===== config.mk =====
export PLATFORM = sky130hd
export DESIGN_NAME = gpb_ctrl
export DESIGN_NICKNAME = d
export VERILOG_FILES = /design/src/rtl/core/gpb_pkg.sv /design/src/rtl/core/gpb_ctrl.sv
export VERILOG_INCLUDE_DIRS = /design/src /design/src/rtl/core
export SDC_FILE = /design/constraint.sdc
export NUM_CORES = 1
export LEC_CHECK = 0
export ABC_AREA = 1
export BUFFER_PORTS_ARGS = -buffer_cell sky130_fd_sc_hd__buf_4
export CORE_MARGIN = 8
export CORE_UTILIZATION = 44
export CTS_BUF_LIST = sky130_fd_sc_hd__clkbuf_8
export CTS_CLUSTER_DIAMETER = 30
export DETAILED_ROUTE_END_ITERATION = 12
export GPL_TIMING_DRIVEN = 0
export PLACE_DENSITY = 0.93
export SLEW_MARGIN = 15
export SYNTH_ARGS = -nofsm -noshare
export SYNTH_HDL_FRONTEND = slang
export SYNTH_SLANG_ARGS = --single-unit

===== constraint.sdc =====
create_clock -name clk_i -period 2.9 [get_ports clk_i]
set_input_delay 0.435 -clock clk_i [delete_from_list [all_inputs] [get_ports clk_i]]
set_output_delay 0.435 -clock clk_i [all_outputs]
set_load 0.03 [all_outputs]

===== src/rtl/core/assert_macros.svh =====
// assertion helper macros for the rtl core
`ifndef ASSERT_MACROS_SVH
`define ASSERT_MACROS_SVH
`ifndef SYNTHESIS
// plain implication check on a clock with async reset
`define GPB_ASSERT(label, clk, rst_n, prop) \
  label: assert property (@(posedge clk) disable iff (!rst_n) prop) \
    else $error("assertion failed");
// check that holds also while reset is low
`define GPB_ASSERT_ALWAYS(label, clk, prop) \
  label: assert property (@(posedge clk) prop) else $error("assertion failed");
`else
`define GPB_ASSERT(label, clk, rst_n, prop)
`define GPB_ASSERT_ALWAYS(label, clk, prop)
`endif
`endif


===== src/rtl/core/gpb_pkg.sv =====
// ----------------------------------------------------------------------------
// gpb_pkg
// types and constants shared by the gravity point blend modules
// ----------------------------------------------------------------------------
package gpb_pkg;

  localparam logic OP_LOAD  = 1'b0;
  localparam logic OP_QUERY = 1'b1;

  localparam int unsigned ONE_Q14 = 16384;

  typedef struct packed {
    logic               op;
    logic [3:0]         entry_index;
    logic signed [31:0] pos_x;
    logic signed [31:0] pos_y;
    logic signed [31:0] pos_z;
    logic [30:0]        point_radius;
  } req_t;

  typedef struct packed {
    logic               found;
    logic signed [15:0] dir_x;
    logic signed [15:0] dir_y;
    logic signed [15:0] dir_z;
  } rsp_t;

  // datapath operation selected by the controller
  typedef enum logic [3:0] {
    DP_NONE,
    DP_CLR_SUM,   // clear accumulators
    DP_OFFSET,    // form offset from table read
    DP_SHIFT,     // pick shift of magnitudes
    DP_SQ,        // squares and sum
    DP_SQRT_GO,   // start root
    DP_DIV_GO,    // start a divide, div_weight chooses operands
    DP_UNIT,      // latch unit component from divider
    DP_WEIGHT,    // compute blend distance b and b^2
    DP_LATCH_W,   // latch weight from divider
    DP_ACC,       // accumulate one component
    DP_SUM_SEL,   // load sum into offset regs for final normalize
    DP_OUT        // latch result
  } dp_op_e;

  typedef struct packed {
    dp_op_e     op;
    logic [1:0] comp;     // component 0..2
    logic       div_weight; // divide for weight instead of unit
  } dp_cmd_t;

  typedef struct packed {
    logic zero_vec;   // current offset is all zero
    logic sqrt_done;
    logic div_done;
    logic w_zero;     // b too large, weight zero
  } dp_sts_t;

endpackage


===== src/rtl/core/gpb_ctrl.sv =====
// ----------------------------------------------------------------------------
// gpb_ctrl
// sequencer for loads, the per point walk and the final normalize
// ----------------------------------------------------------------------------
`include "assert_macros.svh"
module gpb_ctrl #(
  parameter int unsigned MaxPoints = 16
) (
  input  logic                          clk_i,
  input  logic                          rst_ni,
  input  logic                          in_valid_i,
  output logic                          in_ready_o,
  input  gpb_pkg::req_t                 req_i,
  output logic                          out_valid_o,
  input  logic                          out_ready_i,
  input  logic [4:0]                    count_i,
  output gpb_pkg::dp_cmd_t              cmd_o,
  input  gpb_pkg::dp_sts_t              sts_i,
  output logic [$clog2(MaxPoints+1)-1:0] idx_o,
  output logic                          query_o
);
  localparam int unsigned IW = $clog2(MaxPoints + 1);

  typedef enum logic [13:0] {
    S_IDLE  = 14'b00000000000001,
    S_CLR   = 14'b00000000000010,
    S_READ  = 14'b00000000000100,
    S_OFS   = 14'b00000000001000,
    S_SHIFT = 14'b00000000010000,
    S_SQ    = 14'b00000000100000,
    S_SQRT  = 14'b00000001000000,
    S_UDIV  = 14'b00000010000000,
    S_WDIV  = 14'b00000100000000,
    S_ACC   = 14'b00001000000000,
    S_FIN   = 14'b00010000000000,
    S_OUT   = 14'b00100000000000,
    S_HOLD  = 14'b01000000000000,
    S_WGT   = 14'b10000000000000
  } state_e;

  state_e     state_q, state_d;
  logic [IW-1:0] idx_q, idx_d, n_lim;
  logic [1:0] comp_q, comp_d;
  logic       final_q, final_d;
  logic       run_q, run_d;   // root or divider started for this step
  logic       found_q, found_d;

  // point count clipped to table depth
  assign n_lim = (32'(count_i) > MaxPoints) ? IW'(MaxPoints) : IW'(count_i);

  always_comb begin
    state_d = state_q;
    idx_d   = idx_q;
    comp_d  = comp_q;
    final_d = final_q;
    run_d   = run_q;
    found_d = found_q;
    cmd_o   = '{op: gpb_pkg::DP_NONE, comp: comp_q, div_weight: 1'b0};
    cmd_o.op = gpb_pkg::DP_NONE;
    unique case (state_q)
      S_IDLE: begin
        cmd_o.op = gpb_pkg::DP_CLR_SUM;
        if (in_valid_i && req_i.op == gpb_pkg::OP_QUERY) begin
          idx_d   = '0;
          final_d = 1'b0;
          state_d = S_CLR;
        end
      end
      S_CLR: begin
        cmd_o.op = gpb_pkg::DP_CLR_SUM;
        state_d  = (idx_q < n_lim) ? S_READ : S_FIN;
      end
      S_READ: begin
        cmd_o.op = gpb_pkg::DP_CLR_SUM;
        cmd_o.op = gpb_pkg::DP_NONE;
        state_d  = S_OFS;
      end
      S_OFS: begin
        cmd_o.op = gpb_pkg::DP_OFFSET;
        state_d  = S_SHIFT;
      end
      S_SHIFT: begin
        if (sts_i.zero_vec) begin
          if (final_q) begin
            state_d = S_OUT;
            found_d = 1'b0;
          end else begin
            idx_d   = idx_q + IW'(1);
            state_d = (idx_q + IW'(1) < n_lim) ? S_READ : S_FIN;
          end
        end else begin
          cmd_o.op = gpb_pkg::DP_SHIFT;
          state_d  = S_SQ;
        end
      end
      S_SQ: begin
        cmd_o.op = gpb_pkg::DP_SQ;
        state_d  = S_SQRT;
        run_d    = 1'b0;
      end
      S_SQRT: begin
        if (!run_q) begin
          cmd_o.op = gpb_pkg::DP_SQRT_GO;
          run_d    = 1'b1;
        end else if (sts_i.sqrt_done) begin
          run_d   = 1'b0;
          comp_d  = '0;
          state_d = S_UDIV;
        end
      end
      S_UDIV: begin
        cmd_o.comp = comp_q;
        if (!run_q) begin
          cmd_o.op = gpb_pkg::DP_DIV_GO;
          run_d    = 1'b1;
        end else if (sts_i.div_done) begin
          cmd_o.op = gpb_pkg::DP_UNIT;
          run_d    = 1'b0;
          if (comp_q == 2'd2) begin
            comp_d  = '0;
            state_d = final_q ? S_OUT : S_WGT;
            found_d = 1'b1;
          end else begin
            comp_d = comp_q + 2'd1;
          end
        end
      end
      S_WGT: begin
        cmd_o.op = gpb_pkg::DP_WEIGHT;
        state_d  = S_WDIV;
      end
      S_WDIV: begin
        cmd_o.div_weight = 1'b1;
        if (!run_q) begin
          cmd_o.op = gpb_pkg::DP_DIV_GO;
          run_d    = 1'b1;
        end else if (sts_i.div_done) begin
          cmd_o.op = gpb_pkg::DP_LATCH_W;
          run_d    = 1'b0;
          comp_d   = '0;
          state_d  = S_ACC;
        end
      end
      S_ACC: begin
        cmd_o.op = gpb_pkg::DP_ACC;
        if (comp_q == 2'd2) begin
          comp_d  = '0;
          idx_d   = idx_q + IW'(1);
          state_d = (idx_q + IW'(1) < n_lim) ? S_READ : S_FIN;
        end else begin
          comp_d = comp_q + 2'd1;
        end
      end
      S_FIN: begin
        if (n_lim == '0) begin
          found_d = 1'b0;
          state_d = S_OUT;
        end else begin
          cmd_o.op = gpb_pkg::DP_SUM_SEL;
          final_d  = 1'b1;
          state_d  = S_SHIFT;
        end
      end
      S_OUT: begin
        cmd_o.op = found_q ? gpb_pkg::DP_OUT : gpb_pkg::DP_NONE;
        state_d  = S_HOLD;
      end
      S_HOLD: begin
        cmd_o.op = gpb_pkg::DP_CLR_SUM;
        if (out_ready_i) state_d = S_IDLE;
      end
      default: state_d = S_IDLE;
    endcase
  end

  always_ff @(posedge clk_i or negedge rst_ni) begin
    if (!rst_ni) begin
      state_q <= S_IDLE;
      idx_q   <= '0;
      comp_q  <= '0;
      final_q <= 1'b0;
      run_q   <= 1'b0;
      found_q <= 1'b0;
    end else begin
      state_q <= state_d;
      idx_q   <= idx_d;
      comp_q  <= comp_d;
      final_q <= final_d;
      run_q   <= run_d;
      found_q <= found_d;
    end
  end

  // loads are taken in idle at once, queries start the walk
  assign in_ready_o  = (state_q == S_IDLE);
  assign out_valid_o = (state_q == S_HOLD);
  assign idx_o       = idx_q;
  assign query_o     = (state_q == S_IDLE) && in_valid_i && req_i.op == gpb_pkg::OP_QUERY;

  `GPB_ASSERT(a_out_only_hold, clk_i, rst_ni, out_valid_o |-> !in_ready_o)
  `GPB_ASSERT(a_hold_stays, clk_i, rst_ni, (out_valid_o && !out_ready_i) |=> out_valid_o)
  `GPB_ASSERT(a_idx_bound, clk_i, rst_ni, idx_q <= IW'(MaxPoints))
  `GPB_ASSERT(a_state_onehot, clk_i, rst_ni, $onehot(state_q))
endmodule


==> out/results.tsv <==
stage	metric	value	unit
timing	final setup skew	0.00132	ns
floorplan	I/O pins	160	
placed_design	hpwl dp	4060	µm
layout	most frequent cells in the layout	nand2_1, inv_1, nor2_1, nand3_1, buf_4	
clock_tree	clk root buf	clkbuf_8	
global_route	largest net degree at the start of global routing	25	
timing	Slew @ Worst Pin	0.340	ns
critical_path	Startpoint Class	flop	
floorplan	DIE AREA	7090	µm²
routing	final WL	4950	µm
layout	Total Nets Final	488	
synth	Post-Synthesis Cells	302	
power	Max IR drop VDD	280	µV
layout	final core occ	52.0	%
timing	max-slew violation count	0	
critical_path	worst-path fanout max	10	
timing	RSZ-0062 raised after global routing	false	
clock_tree	CTS resizes	0	
critical_path	Critical Path AT	2.03	ns
clock_tree	CTS max path bufs	2	
synth	yosys warns	0	
layout	Multi-input gate area	1250	µm²
critical_path	crit-path cells	nor2_2 -> nand2_2 -> nor2_4 -> buf_6 -> nand2_1 -> nand2_1 -> inv_1 -> o2111ai_1 -> buf_4	
placed_design	Routability Congestion	0.918	
routing	length of the first detailed-routing pass in iterations	4	
synth	Net Count, Synth	456	
critical_path	CP max stage delay	0.42	ns
clock_tree	CTS tree	built	
clock_tree	H-tree depth	1	
clock_tree	post-CTS setup buffer count	0	
floorplan	die width	84.2	µm
timing	final hold viol count	0	
layout	layout cell share with drive strength beyond 1	24.0	%
timing	worst setup margin	0.438	ns
clock_tree	Num CTS Buffers	3	
placed_design	Post-Place Setup Slack	0.704	ns
layout	Layout Area Growth over Synthesis	16.7	%
global_route	global-route wire length before repair	8340	µm
synth	Synth top area share	28.1	%
flow_run	Max-cap violations	0	
floorplan	Die Span Y	84.2	µm
global_route	remaining global-route overflow	0	
critical_path	CP required	2.47	ns
routing	Final ANT Viol Nets	0	
timing	setup tns final	0	ns
layout	most common cell after layout, fill and taps aside	nand2_1	
placed_design	port buffer count	27	
synth	synthesized area	2050	µm²
timing	slew margin rel.	77.2	%
critical_path	Worst path most repeated cell	nand2_1	
power	total leakage power	1.36	nW
power	Pwr per Cell Area	489	nW/µm²
global_route	initial antenna violation count	0	
floorplan	Site Rows	25	
synth	Synth area leaders	dfrtp_1, nand2_1, inv_1	
timing	fmax	406	MHz
synth	Synth area leader	dfrtp_1	
timing	final worst-path cycle share	84.9	%
synth	Syn Area/Cell	6.78	µm²
critical_path	Worst Path Buf+Inv	3	
critical_path	Crit path max-delay family	simple AND/OR/NAND/NOR gates	
critical_path	CP Class	flop to primary output	
clock_tree	worst skew pair latency	0.27	ns
outcome	status	finished, final reports clean	
synth	register area share after synthesis	29.4	%
power	Power Total	0.00117	W
global_route	vias in the first global route	1936	
critical_path	crit end category	primary output	
layout	FF/Latch Area	602	µm²
routing	initial DRC count	98	
clock_tree	clock-pin slew on the worst setup and hold paths	0.09	ns
routing	via density per instance	5.19	
layout	Antenna diodes	0	
floorplan	core area	4600	µm²
routing	DR DRC count	0	
timing	worst hold slack	0.0393	ns
synth	FF+latch count, synth	24	
routing	vias	2009	
hold_path	HP Class	input port to asynchronous set/reset pin	
clock_tree	clk sinks	24	
floorplan	Initial Util	44.5	%
routing	per-cell routed wire length	12.8	µm
global_route	gr usage total	13.8	%
synth	Yosys cell types	27	
clock_tree	hold buffers post-CTS	0	
critical_path	slowest CP cell	dfrtp_1	
layout	fillcell total	436	
timing	min Tclk post-route	2.46	ns
timing	Final Setup Violations	0	
[final timing paths]
kind / start / end / slack, ns / depth (start not counted)
setup / recovery: state_q[7] / cmd_o[3] / 0.44 / 9
hold / removal: rst_ni / state_q[6] / 0.04 / 1
setup reg to reg: idx_o[0] / state_q[10] / 0.68 / 15
hold reg to reg: found_q / found_q / 0.50 / 2
max in group asynchronous: rst_ni / state_q[0] / 2.57 / 1
min in group clk_i: req_i[131] / state_q[1] / 0.48 / 3
[power breakdown]
part           switching, W  leakage [nW]  internal (W)  total [W]
Clock              0.000115        0.0357      0.000185   0.000300
Combinational      0.000333         0.993      0.000167   0.000500
Sequential        0.0000137         0.326      0.000355   0.000368
[sequential cells by signal, summed over array words and instances, names as in the netlist]
register  cells
state_q      14
comp_q        2
run_q         1
found_q       1
final_q       1
idx_o         5
[worst register-to-register path, cell delays in order (launching register included)]
cell and delay [ns]:
dfrtp_1 0.47, ha_1 0.24, nand2_1 0.06, inv_1 0.05, nand2_1 0.07, xor2_1 0.15
inv_1 0.07, ha_1 0.29, a21oi_1 0.14, o21ai_0 0.09, a21oi_1 0.22, inv_1 0.08
nand2_1 0.06, nand2_1 0.04, inv_1 0.05, nor2_2 0.04
[kinds of logic (layout without fill, tap and decap cells)]
group	Yosys count	after routing	synth area share, %
adders and majority gates	9	9	5.50
AOI/OAI and AO/OA	34	34	8.98
buffers and inverters	49	80	9.71
and+or+nand+nor	184	184	45.6
xor gates and xnor gates	2	2	0.855
DFF	24	24	29.4
[synth_stat cells (all sizes together)]
master	n
nand2	87
nor2	54
inv	47
nand3	31
o21ai	24
dfrtp	23
ha	9
a21oi	8
nand4	5
or2	3
and2	2
buf	2
nor3	2
xor2	2
a211oi	1
dfstp	1
o2111ai	1
[routing by layer]
layer	track usage, %	up-vias	routed length [µm]
met5	0	-	0
met4	5.18	0	73
met3	1.65	9	219
met2	24.6	60	2550
met1	16.3	913	2110
li1	-	1027	-
[through the flow]
| stage | cells | cell area (µm²) |
|---|---|---|
| floorplan | 302 | 2050 |
| global placement | 383 | 2320 |
| detailed placement | 383 | 2320 |
| CTS | 387 | 2390 |
| global route | 387 | 2390 |
| finish | 387 | 2390 |
[area by class of cell]
type | count | area share [%]
tap | 54 | 2.83
timing repair buffer | 27 | 8.48
multi-input combinational | 229 | 52.2
buffer | 2 | 0.942
inverter | 47 | 7.38
sequential | 24 | 25.2
clock buffer | 3 | 1.73
clock inverter | 1 | 1.26
Note: power is estimated with default switching activity, not from simulation.
