**src/rtl/core/assert_macros.svh**
```systemverilog
// assertion helper macros for the rtl core
`ifndef ASSERT_MACROS_SVH
`define ASSERT_MACROS_SVH
`ifndef SYNTHESIS
// plain implication check on a clock with async reset
`define GPB_ASSERT(label, clk, rst_n, prop) \
  label: assert property (@(posedge clk) disable iff (!rst_n) prop) \
    else $error("assertion failed");
// check that holds also while reset is low
`define GPB_ASSERT_ALWAYS(label, clk, prop) \
  label: assert property (@(posedge clk) prop) else $error("assertion failed");
`else
`define GPB_ASSERT(label, clk, rst_n, prop)
`define GPB_ASSERT_ALWAYS(label, clk, prop)
`endif
`endif

```
**src/rtl/core/gpb_ram.sv**
```systemverilog
// ----------------------------------------------------------------------------
// gpb_ram
// generic single write port ram with registered read
// ----------------------------------------------------------------------------
module gpb_ram #(
  parameter int unsigned Width = 32,
  parameter int unsigned Depth = 16
) (
  input  logic                     clk_i,
  input  logic                     we_i,
  input  logic [$clog2(Depth)-1:0] waddr_i,
  input  logic [Width-1:0]         wdata_i,
  input  logic [$clog2(Depth)-1:0] raddr_i,
  output logic [Width-1:0]         rdata_o
);
  logic [Width-1:0] mem_q [Depth];

  // write port and registered read
  always_ff @(posedge clk_i) begin
    if (we_i) begin
      mem_q[waddr_i] <= wdata_i;
    end
    rdata_o <= mem_q[raddr_i];
  end
endmodule

```
**config.mk**
```make
export PLATFORM = sky130hd
export DESIGN_NAME = gpb_ram
export DESIGN_NICKNAME = d
export VERILOG_FILES = /design/src/rtl/core/assert_macros.svh /design/src/rtl/core/gpb_ram.sv
export SDC_FILE = /design/constraint.sdc
export NUM_CORES = 1
export LEC_CHECK = 0
export BUFFER_PORTS_ARGS = -buffer_cell sky130_fd_sc_hd__buf_2
export CAP_MARGIN = 20
export CORE_UTILIZATION = 55
export DETAILED_ROUTE_END_ITERATION = 10
export GPL_TIMING_DRIVEN = 0
export PLACE_DENSITY = 0.75
export SLEW_MARGIN = 20
export SYNTH_ARGS = -nofsm -noshare
export SYNTH_HDL_FRONTEND = slang
export SYNTH_SLANG_ARGS = --single-unit
export TNS_END_PERCENT = 100
```
**constraint.sdc**
```tcl
create_clock -name clk_i -period 3.62 [get_ports clk_i]
set_input_delay 0.724 -clock clk_i [delete_from_list [all_inputs] [get_ports clk_i]]
set_output_delay 0.724 -clock clk_i [all_outputs]
set_load 0.02 [all_outputs]
```
==> results.toml, run 1 <==
[status]
status = "completed"

[cts]
cts-resized-gates = 0
clockBufferDepth = 3
postCtsHoldBufs = 0
cts-root-buf = "clkbuf_16"
clkLatencyLatePin_ns = 0.57
clock-sinks = 544
post_cts_buffers = 0
path_clk_slew_ns = 0.06
cts_made_buffers = 53
htree_levels = 2
cts_tree = "yes"

[layout]
multi_input_area_um2 = 3732
drive_gt1_share_pct = 33.04
final_nets = 1034
fill_cells = 2210
seq_area_um2 = 16020
syn_to_final_growth_pct = 16.90
design_area_um2 = 23210
fin_util_pct = 65.25

[power]
p_leak_uw = 0.007532
p_per_area_nw_per_um2 = 584.0
report.power.total_uw = 13550
vdd_ir_drop_max_mv = 0.4639

[setup_path]
cp_max_fo = 8
max_stage_delay_ns = 0.72
start_kind = "primary input"
cp.depth = 5
arrival_ns = 2.49
cp_common_cell = "buf_4"
cp_top_family = "simple AND/OR/NAND/NOR gates"
reg2reg_slack_ns = 2.19
reg2reg_depth = 3
cp_slowest_cell = "nor3_2"
cp-end-kind = "flip-flop"
critPathKind = "in2reg"
crit_chain = "buf_2 > nand3b_1 > nor3_2 > buf_4 > buf_4"
reg2reg_to = "rdata_o[3]"
critPathBufInv = 3
cp.required_ns = 3.87
timing.rr.start = "mem_q[0][3]"

[routing]
drt-vias-per-instance = 6.239
first_pass_iters = 5
num_vias = 9340
drt_iter0_drc = 958
antenna_left = 0
finalWirelength_mm = 40.96
wl_per_cell_um = 27.36
drc = 0

[placed_design]
globalplace.congestion = 0.7366
post-place-ws_ns = 0.8555
port_buffers = 71
dp_hpwl_mm = 24.86
dpl_cell_area_um2 = 21340

[yosys]
ys_types = 18
netlist_top_cells_area = "edfxtp_1 77%, mux4_2 15%, dfxtp_1 3.2%"
syn-num-nets = 880
synth.most_common_cell = "edfxtp_1"
synth_cells = 838
yosysTopAreaCell = "edfxtp_1"
syn_area_um2 = 19850
ys_warn_count = 0
synthFlopType = "edfxtp_1"
ys_seq_elements = 544
synthTopCellsByCount = "512 x edfxtp_1, 128 x mux4_2, 64 x a22oi_1, 33 x nand2_1, 32 x dfxtp_1"
synth_edf_count = 512
syn_area_per_cell_um2 = 23.69
synth_top_area_share_pct = 77.44
async_reset_ff_share_pct = 0
synth-seq-area-share_pct = 80.67

[global_route]
grt_max_degree = 21
grt_usage_pct = 23.02
grt_pass1_vias = 9423
grt_pass1_wl_mm = 60.14
overflow = 0
antenna_found_initial = 2

[sta]
setup_viol = 0
fin_crit_ns = 2.237
fin_hold_ws_ns = 0.5232
rsz0062_at_grt = "false"
max_slew_margin_pct = 41.38
hold_viol = 0
slew_viol_final = 0
clock.fmax_mhz = 447.1
period_share_pct = 61.79
setup_slack_ns = 1.383
fin_skew_ns = 0.02520
tightest_slew_ns = 0.8793

[hold_path]
hold_class = "in2reg"
holdPathStages = 1
hold-path-endpoint = "mem_q[15][31]"
min_from = "wdata_i[31]"

[floorplan]
dieArea_um2 = 36860
io_pins = 74
row_count = 69
fp.dieH_um = 192.0
die_w_um = 192.0
core-area_um2 = 35570
start_util_pct = 55.82

[flow_run]
drv_cap = 0
## metrics by stage
step | instances | setup TNS (ns)
2_1_floorplan | 838 | 0
3_3_place_gp | 1370 | -505.64
3_5_place_dp | 1398 | 0
4_1_cts | 1496 | 0
5_1_grt | 1497 | 0
6_report | 1497 | 0
## worst reg2reg max path, stage by stage, from the launching register on
cell	delay [ns]
edfxtp_1	0.38
mux4_2	0.46
a22oi_1	0.34
nand2_1	0.13
## area by class of cell
class / instances / share of cell area [%]
repair buffers: 99 / 3.407
flip-flops and latches: 544 / 69.01
well taps: 461 / 2.485
plain buffers: 43 / 0.9596
clock buffers: 78 / 6.642
clock inverters: 20 / 1.407
multi-input cells: 251 / 16.08
diodes: 1 / 0.01078
## kinds of logic (layout without fill, tap and decap cells)
kind of cell	count (synthesis)	in the layout	synth area share [%]
and+or+nand+nor	59	59	1.273
other	0	1	0
AOI/OAI and AO/OA	64	64	2.420
buffers and inverters	43	240	1.122
DFF	544	544	80.67
muxes	128	128	14.52
## cell usage in the layout (no fill, tap or decap), types with 12 or more instances in the layout
cell,count
a22oi_1,64
buf_2,75
buf_4,22
clkbuf_1,31
clkbuf_16,54
dfxtp_1,32
edfxtp_1,512
mux4_2,128
nand2_1,33
nor2_4,12
## worst max-delay path by stage
stage	start	slack [ns]	endpoint
4_1_cts	waddr_i[2]	1.37	mem_q[8][27]
3_3_place_gp	waddr_i[3]	-2.52	mem_q[4][23]
3_5_place_dp	waddr_i[2]	0.86	mem_q[8][30]
6_report	waddr_i[2]	1.38	mem_q[8][27]
5_1_grt	we_i	1.33	mem_q[12][29]
2_1_floorplan	waddr_i[2]	0.02	mem_q[8][0]
## report_power, final
group          leakage (uW)  switching [uW]  internal [uW]
clock network      0.000905            2260           3530
registers           0.00489            37.0           7040
logic               0.00173             424            268
## state kept, by name, summed over array words and instances, names as in the netlist
| signal | count |
|---|---|
| mem_q | 512 |
| rdata_o | 32 |
## per-layer routing
| layer | vias to the layer above | GRT usage, % | part of all wire [%] |
|---|---|---|---|
| li1 | 3891 | - | - |
| met1 | 4860 | 32.34 | 40 |
| met2 | 504 | 37.31 | 50 |
| met3 | 85 | 3.252 | 7.5 |
| met4 | 0 | 8.449 | 3.1 |
| met5 | - | 0 | 0 |
Power figures use the tool's default switching activity.
==> run 2, diff against run 1 <==
--- a/config.mk
+++ b/config.mk
@@ -7,10 +7,10 @@
 export LEC_CHECK = 0
 export BUFFER_PORTS_ARGS = -buffer_cell sky130_fd_sc_hd__buf_2
 export CAP_MARGIN = 20
-export CORE_UTILIZATION = 55
+export CORE_UTILIZATION = 61
 export DETAILED_ROUTE_END_ITERATION = 10
 export GPL_TIMING_DRIVEN = 0
-export PLACE_DENSITY = 0.75
+export PLACE_DENSITY = 0.79
 export SLEW_MARGIN = 20
 export SYNTH_ARGS = -nofsm -noshare
 export SYNTH_HDL_FRONTEND = slang
==> constraint.sdc (replaced) <==
create_clock -name clk_i -period 2.2 [get_ports clk_i]
set_input_delay 0.44 -clock clk_i [delete_from_list [all_inputs] [get_ports clk_i]]
set_output_delay 0.44 -clock clk_i [all_outputs]
set_load 0.02 [all_outputs]
==> results.toml, run 2 (synthesized netlist as in run 1, its figures left out) <==
[setup_path]
crit_chain = "buf_2 > nand3b_1 > nor3_4 > buf_6"
cp_top_family = "simple AND/OR/NAND/NOR gates"
cp_max_fo = 12
cp.depth = 4
timing.rr.start = "mem_q[11][16]"
critPathBufInv = 2
start_kind = "primary input"
cp-end-kind = "flip-flop"
arrival_ns = 2.08
reg2reg_depth = 3
max_stage_delay_ns = 0.81
cp_slowest_cell = "nor3_4"
critPathKind = "in2reg"
cp-endpoint = "mem_q[4][16]"
crit_start = "waddr_i[3]"
cp.required_ns = 2.45
reg2reg_slack_ns = 0.73
reg2reg_to = "rdata_o[16]"

[sta]
max_slew_margin_pct = 36.88
tightest_slew_ns = 0.9468
hold_viol = 0
rsz0062_at_grt = "false"
slew_viol_final = 0
setup_slack_ns = 0.3689
setup_viol = 0
fin_skew_ns = 0.01106
clock.fmax_mhz = 546.1
fin_crit_ns = 1.831
period_share_pct = 83.23

[global_route]
grt_pass1_vias = 9906
overflow = 0
antenna_found_initial = 2
grt_usage_pct = 27.62
grt_max_degree = 21
grt_pass1_wl_mm = 64.67

[status]
status = "completed"

[layout]
seq_area_um2 = 16020
fill_cells = 1716
largestRegisters = "mem_q (512), rdata_o (32)"
final_nets = 1026
multi_input_area_um2 = 3751
final_cell_mix = "512 x edfxtp_1, 128 x mux4_2, 75 x buf_2"
stdcell_count = 1462
regMostFlops = "mem_q"
largest_reg_flops = 512
drive_gt1_share_pct = 31.97
final_common_cell = "edfxtp_1"
syn_to_final_growth_pct = 15.87
fin_util_pct = 72.34

[power]
vdd_ir_drop_max_mv = 0.6881
p_per_area_nw_per_um2 = 933.5
p_leak_uw = 0.007432

[cts]
cts-resized-gates = 0
clockBufferDepth = 3
cts-root-buf = "clkbuf_16"
clkLatencyLatePin_ns = 0.57
cts_tree = "yes"
postCtsHoldBufs = 0
clock-sinks = 544
htree_levels = 2
cts_made_buffers = 51
post_cts_buffers = 0
path_clk_slew_ns = 0.06

[placed_design]
dp_hpwl_mm = 24.92
dp_cells = 1366
post-place-ws_ns = -0.1464
port_buffers = 71
globalplace.congestion = 0.7380

[floorplan]
io_pins = 74
die_w_um = 182.4
row_count = 65
start_util_pct = 62.44
dieArea_um2 = 33270
fp.dieH_um = 182.4
core-area_um2 = 31800

[routing]
drt_iter0_drc = 994
wl_met2_mm = 22.30
first_pass_iters = 5
wl_per_cell_um = 30.12
drt-vias-per-instance = 6.538
wl_met3_mm = 4.264
met1_length_mm = 16.13
drc = 0
num_vias = 9558
top_layer_used = "met5"
finalWirelength_mm = 44.03
antenna_left = 0

[hold_path]
hold_class = "in2reg"

[flow_run]
drv_cap = 0
==> run 2: cell type report <==
class / instances / area share, %
plain buffers: 43 / 0.9681
clock buffers: 81 / 6.570
well taps: 435 / 2.366
clock inverters: 14 / 0.6309
multi-input cells: 251 / 16.31
flip-flops and latches: 544 / 69.62
diodes: 1 / 0.01088
repair buffers: 93 / 3.530
==> run 2: per-layer routing <==
metal	GRT usage, %	vias to the layer above
li1	-	3872
met2	45.96	593
met1	36.78	4985
met3	5.807	106
met4	9.782	2
met5	0	-
==> run 2: where the power goes <==
part	leakage (uW)	internal, uW	switching (uW)
registers	0.00489	11600	69.0
clock network	0.000811	5050	3610
logic	0.00173	443	718
==> run 2: worst min-delay path by stage <==
stage | end | slack [ns] | depth (start not counted) | start
final | mem_q[13][25] | 0.26 | 1 | wdata_i[25]
after floorplan | mem_q[0][0] | 0.54 | 0 | wdata_i[0]
after CTS | mem_q[11][10] | 0.23 | 1 | wdata_i[10]
after global routing | mem_q[7][10] | 0.25 | 1 | wdata_i[10]
after detailed placement | rdata_o[1] | 0.67 | 3 | mem_q[14][1]
after global placement | rdata_o[1] | 0.66 | 3 | mem_q[14][1]
==> run 2: per-stage QoR <==
step / hold WS (ns) / cell area, um^2 / TNS (ns) / total power (uW)
after global placement: 0.6586 / 20790 / -786.89 / 12920
after global routing: 0.2464 / 23000 / 0 / 22040
after CTS: 0.2347 / 23000 / 0 / 21550
final: 0.2561 / 23000 / 0 / 21470
after detailed placement: 0.6659 / 21350 / -14.94 / 13010
after floorplan: 0.5389 / 19890 / -87.29 / 12500
==> run 3, diff against run 2 <==
--- a/config.mk
+++ b/config.mk
@@ -7,10 +7,10 @@
 export LEC_CHECK = 0
 export BUFFER_PORTS_ARGS = -buffer_cell sky130_fd_sc_hd__buf_2
 export CAP_MARGIN = 20
-export CORE_UTILIZATION = 61
+export CORE_UTILIZATION = 55
 export DETAILED_ROUTE_END_ITERATION = 10
 export GPL_TIMING_DRIVEN = 0
-export PLACE_DENSITY = 0.79
+export PLACE_DENSITY = 0.75
 export SLEW_MARGIN = 20
 export SYNTH_ARGS = -nofsm -noshare
 export SYNTH_HDL_FRONTEND = slang
==> constraint.sdc (replaced) <==
create_clock -name clk_i -period 1.6 [get_ports clk_i]
set_input_delay 0.32 -clock clk_i [delete_from_list [all_inputs] [get_ports clk_i]]
set_output_delay 0.32 -clock clk_i [all_outputs]
set_load 0.02 [all_outputs]
==> results.toml, run 3 (synthesized netlist as in run 1, its figures left out) <==
[status]
status = "finished with violations"
violations = "negative setup slack"

[hold_path]
hold_class = "in2reg"

[layout]
fin_util_pct = 65.44
final_cell_mix = "512 x edfxtp_1, 128 x mux4_2, 76 x buf_2"
fill_cells = 2233
num_antenna_cells = 0
largestRegisters = "mem_q (512), rdata_o (32)"
syn_to_final_growth_pct = 17.24
regMostFlops = "mem_q"
drive_gt1_share_pct = 33.85
final_common_cell = "edfxtp_1"
final_nets = 1042
largest_reg_flops = 512

[sta]
clock.fmax_mhz = 614.9
tightest_slew_ns = 0.9063
fin_tns_setup_ns = -0.2375
fin_crit_ns = 1.626
period_share_pct = 101.6
rsz0062_at_grt = "true"
slew_viol_final = 0
fin_skew_ns = 0.008850
setup_slack_ns = -0.02618
max_slew_margin_pct = 39.58
hold_viol = 0
setup_viol = 14
fin_hold_ws_ns = 0.1151

[cts]
clkLatencyLatePin_ns = 0.57
cts-root-buf = "clkbuf_16"
cts_tree = "yes"
clock-sinks = 544
cts_made_buffers = 52
htree_levels = 2
postCtsHoldBufs = 0
path_clk_slew_ns = 0.06
clockBufferDepth = 3

[routing]
num_vias = 9454
first_pass_iters = 5
antenna_left = 0
drc = 0
wl_per_cell_um = 28.25
finalWirelength_mm = 42.40
drt-vias-per-instance = 6.298
drt_iter0_drc = 1126

[placed_design]
post-place-ws_ns = -0.7469
dp_hpwl_mm = 25.17
port_buffers = 71
globalplace.congestion = 0.7120

[floorplan]
fp.dieH_um = 192.0
start_util_pct = 55.82
row_count = 69
die_w_um = 192.0
dieArea_um2 = 36860
core-area_um2 = 35570
io_pins = 74

[global_route]
overflow = 0
antenna_found_initial = 1
grt_max_degree = 20
grt_pass1_vias = 9630
grt_pass1_wl_mm = 61.66
grt_usage_pct = 23.96

[setup_path]
critPathKind = "in2reg"
max_stage_delay_ns = 0.70
cp_max_fo = 18
critPathBufInv = 2
start_kind = "primary input"
cp_slowest_cell = "nor2_4"
cp_top_family = "simple AND/OR/NAND/NOR gates"
crit_chain = "buf_2 > nand3b_1 > nor2_4 > buf_12"
arrival_ns = 1.89
cp-end-kind = "flip-flop"
cp.required_ns = 1.86

[flow_run]
drv_cap = 0

[power]
p_leak_uw = 0.007570
report.power.total_uw = 29820
vdd_ir_drop_max_mv = 1.335
p_per_area_nw_per_um2 = 1281
[run 3: cell types whose count changed in the layout (fill, tap and decap cells not counted), moves of 3 or more]
cell	delta
buf_4	+9
clkbuf_1	-6
buf_1	-5
buf_12	+4
clkbuf_2	+4
buf_8	+3
[run 3: path summary, 6_finish.rpt]
| path | from | end | slack [ns] | cells after the start |
|---|---|---|---|---|
| setup / recovery | waddr_i[2] | mem_q[9][3] | -0.03 | 4 |
| hold / removal | wdata_i[10] | mem_q[7][10] | 0.12 | 1 |
| setup reg to reg | mem_q[11][16] | rdata_o[16] | 0.20 | 3 |
| hold reg to reg | mem_q[14][23] | rdata_o[23] | 0.67 | 3 |
[run 3: per-layer routing]
metal  routed length, um  global-route usage (%)  vias up
met5                  13                       0        -
met4                1212                   8.449        2
met3                3640                   4.184      101
met2               20070                   36.36      519
met1               17470                   35.64     4932
li1                    -                       -     3900
[run 3: repair_timing]
action | 4_1_cts | 5_1_grt
setup endpoints to repair | 31 | 100
pin swaps | 2 | 6
buffers inserted | 3 | 8
gates resized for setup | 4 | 5
[run 3: power breakdown]
group	internal [uW]	switching, uW	total [uW]
combinational	622	971	1590
clock	7200	5010	12200
sequential	15900	83.2	16000
total	23800	6060	29800
[run 3: stage by stage]
step	instance area [um^2]	instances
2_1_floorplan	20000	838
3_3_place_gp	20940	1370
3_5_place_dp	21450	1396
4_1_cts	23190	1493
5_1_grt	23280	1501
6_report	23280	1501
[run 3: final cells by class]
class | count | area [um^2] | area share [%]
clock inverter | 19 | 225.2 | 0.9676
timing repair buffer | 108 | 977.2 | 4.198
sequential | 544 | 16020 | 68.81
buffer | 43 | 236.5 | 1.016
tap | 461 | 576.8 | 2.478
clock buffer | 75 | 1479 | 6.354
multi-input combinational | 251 | 3766 | 16.18
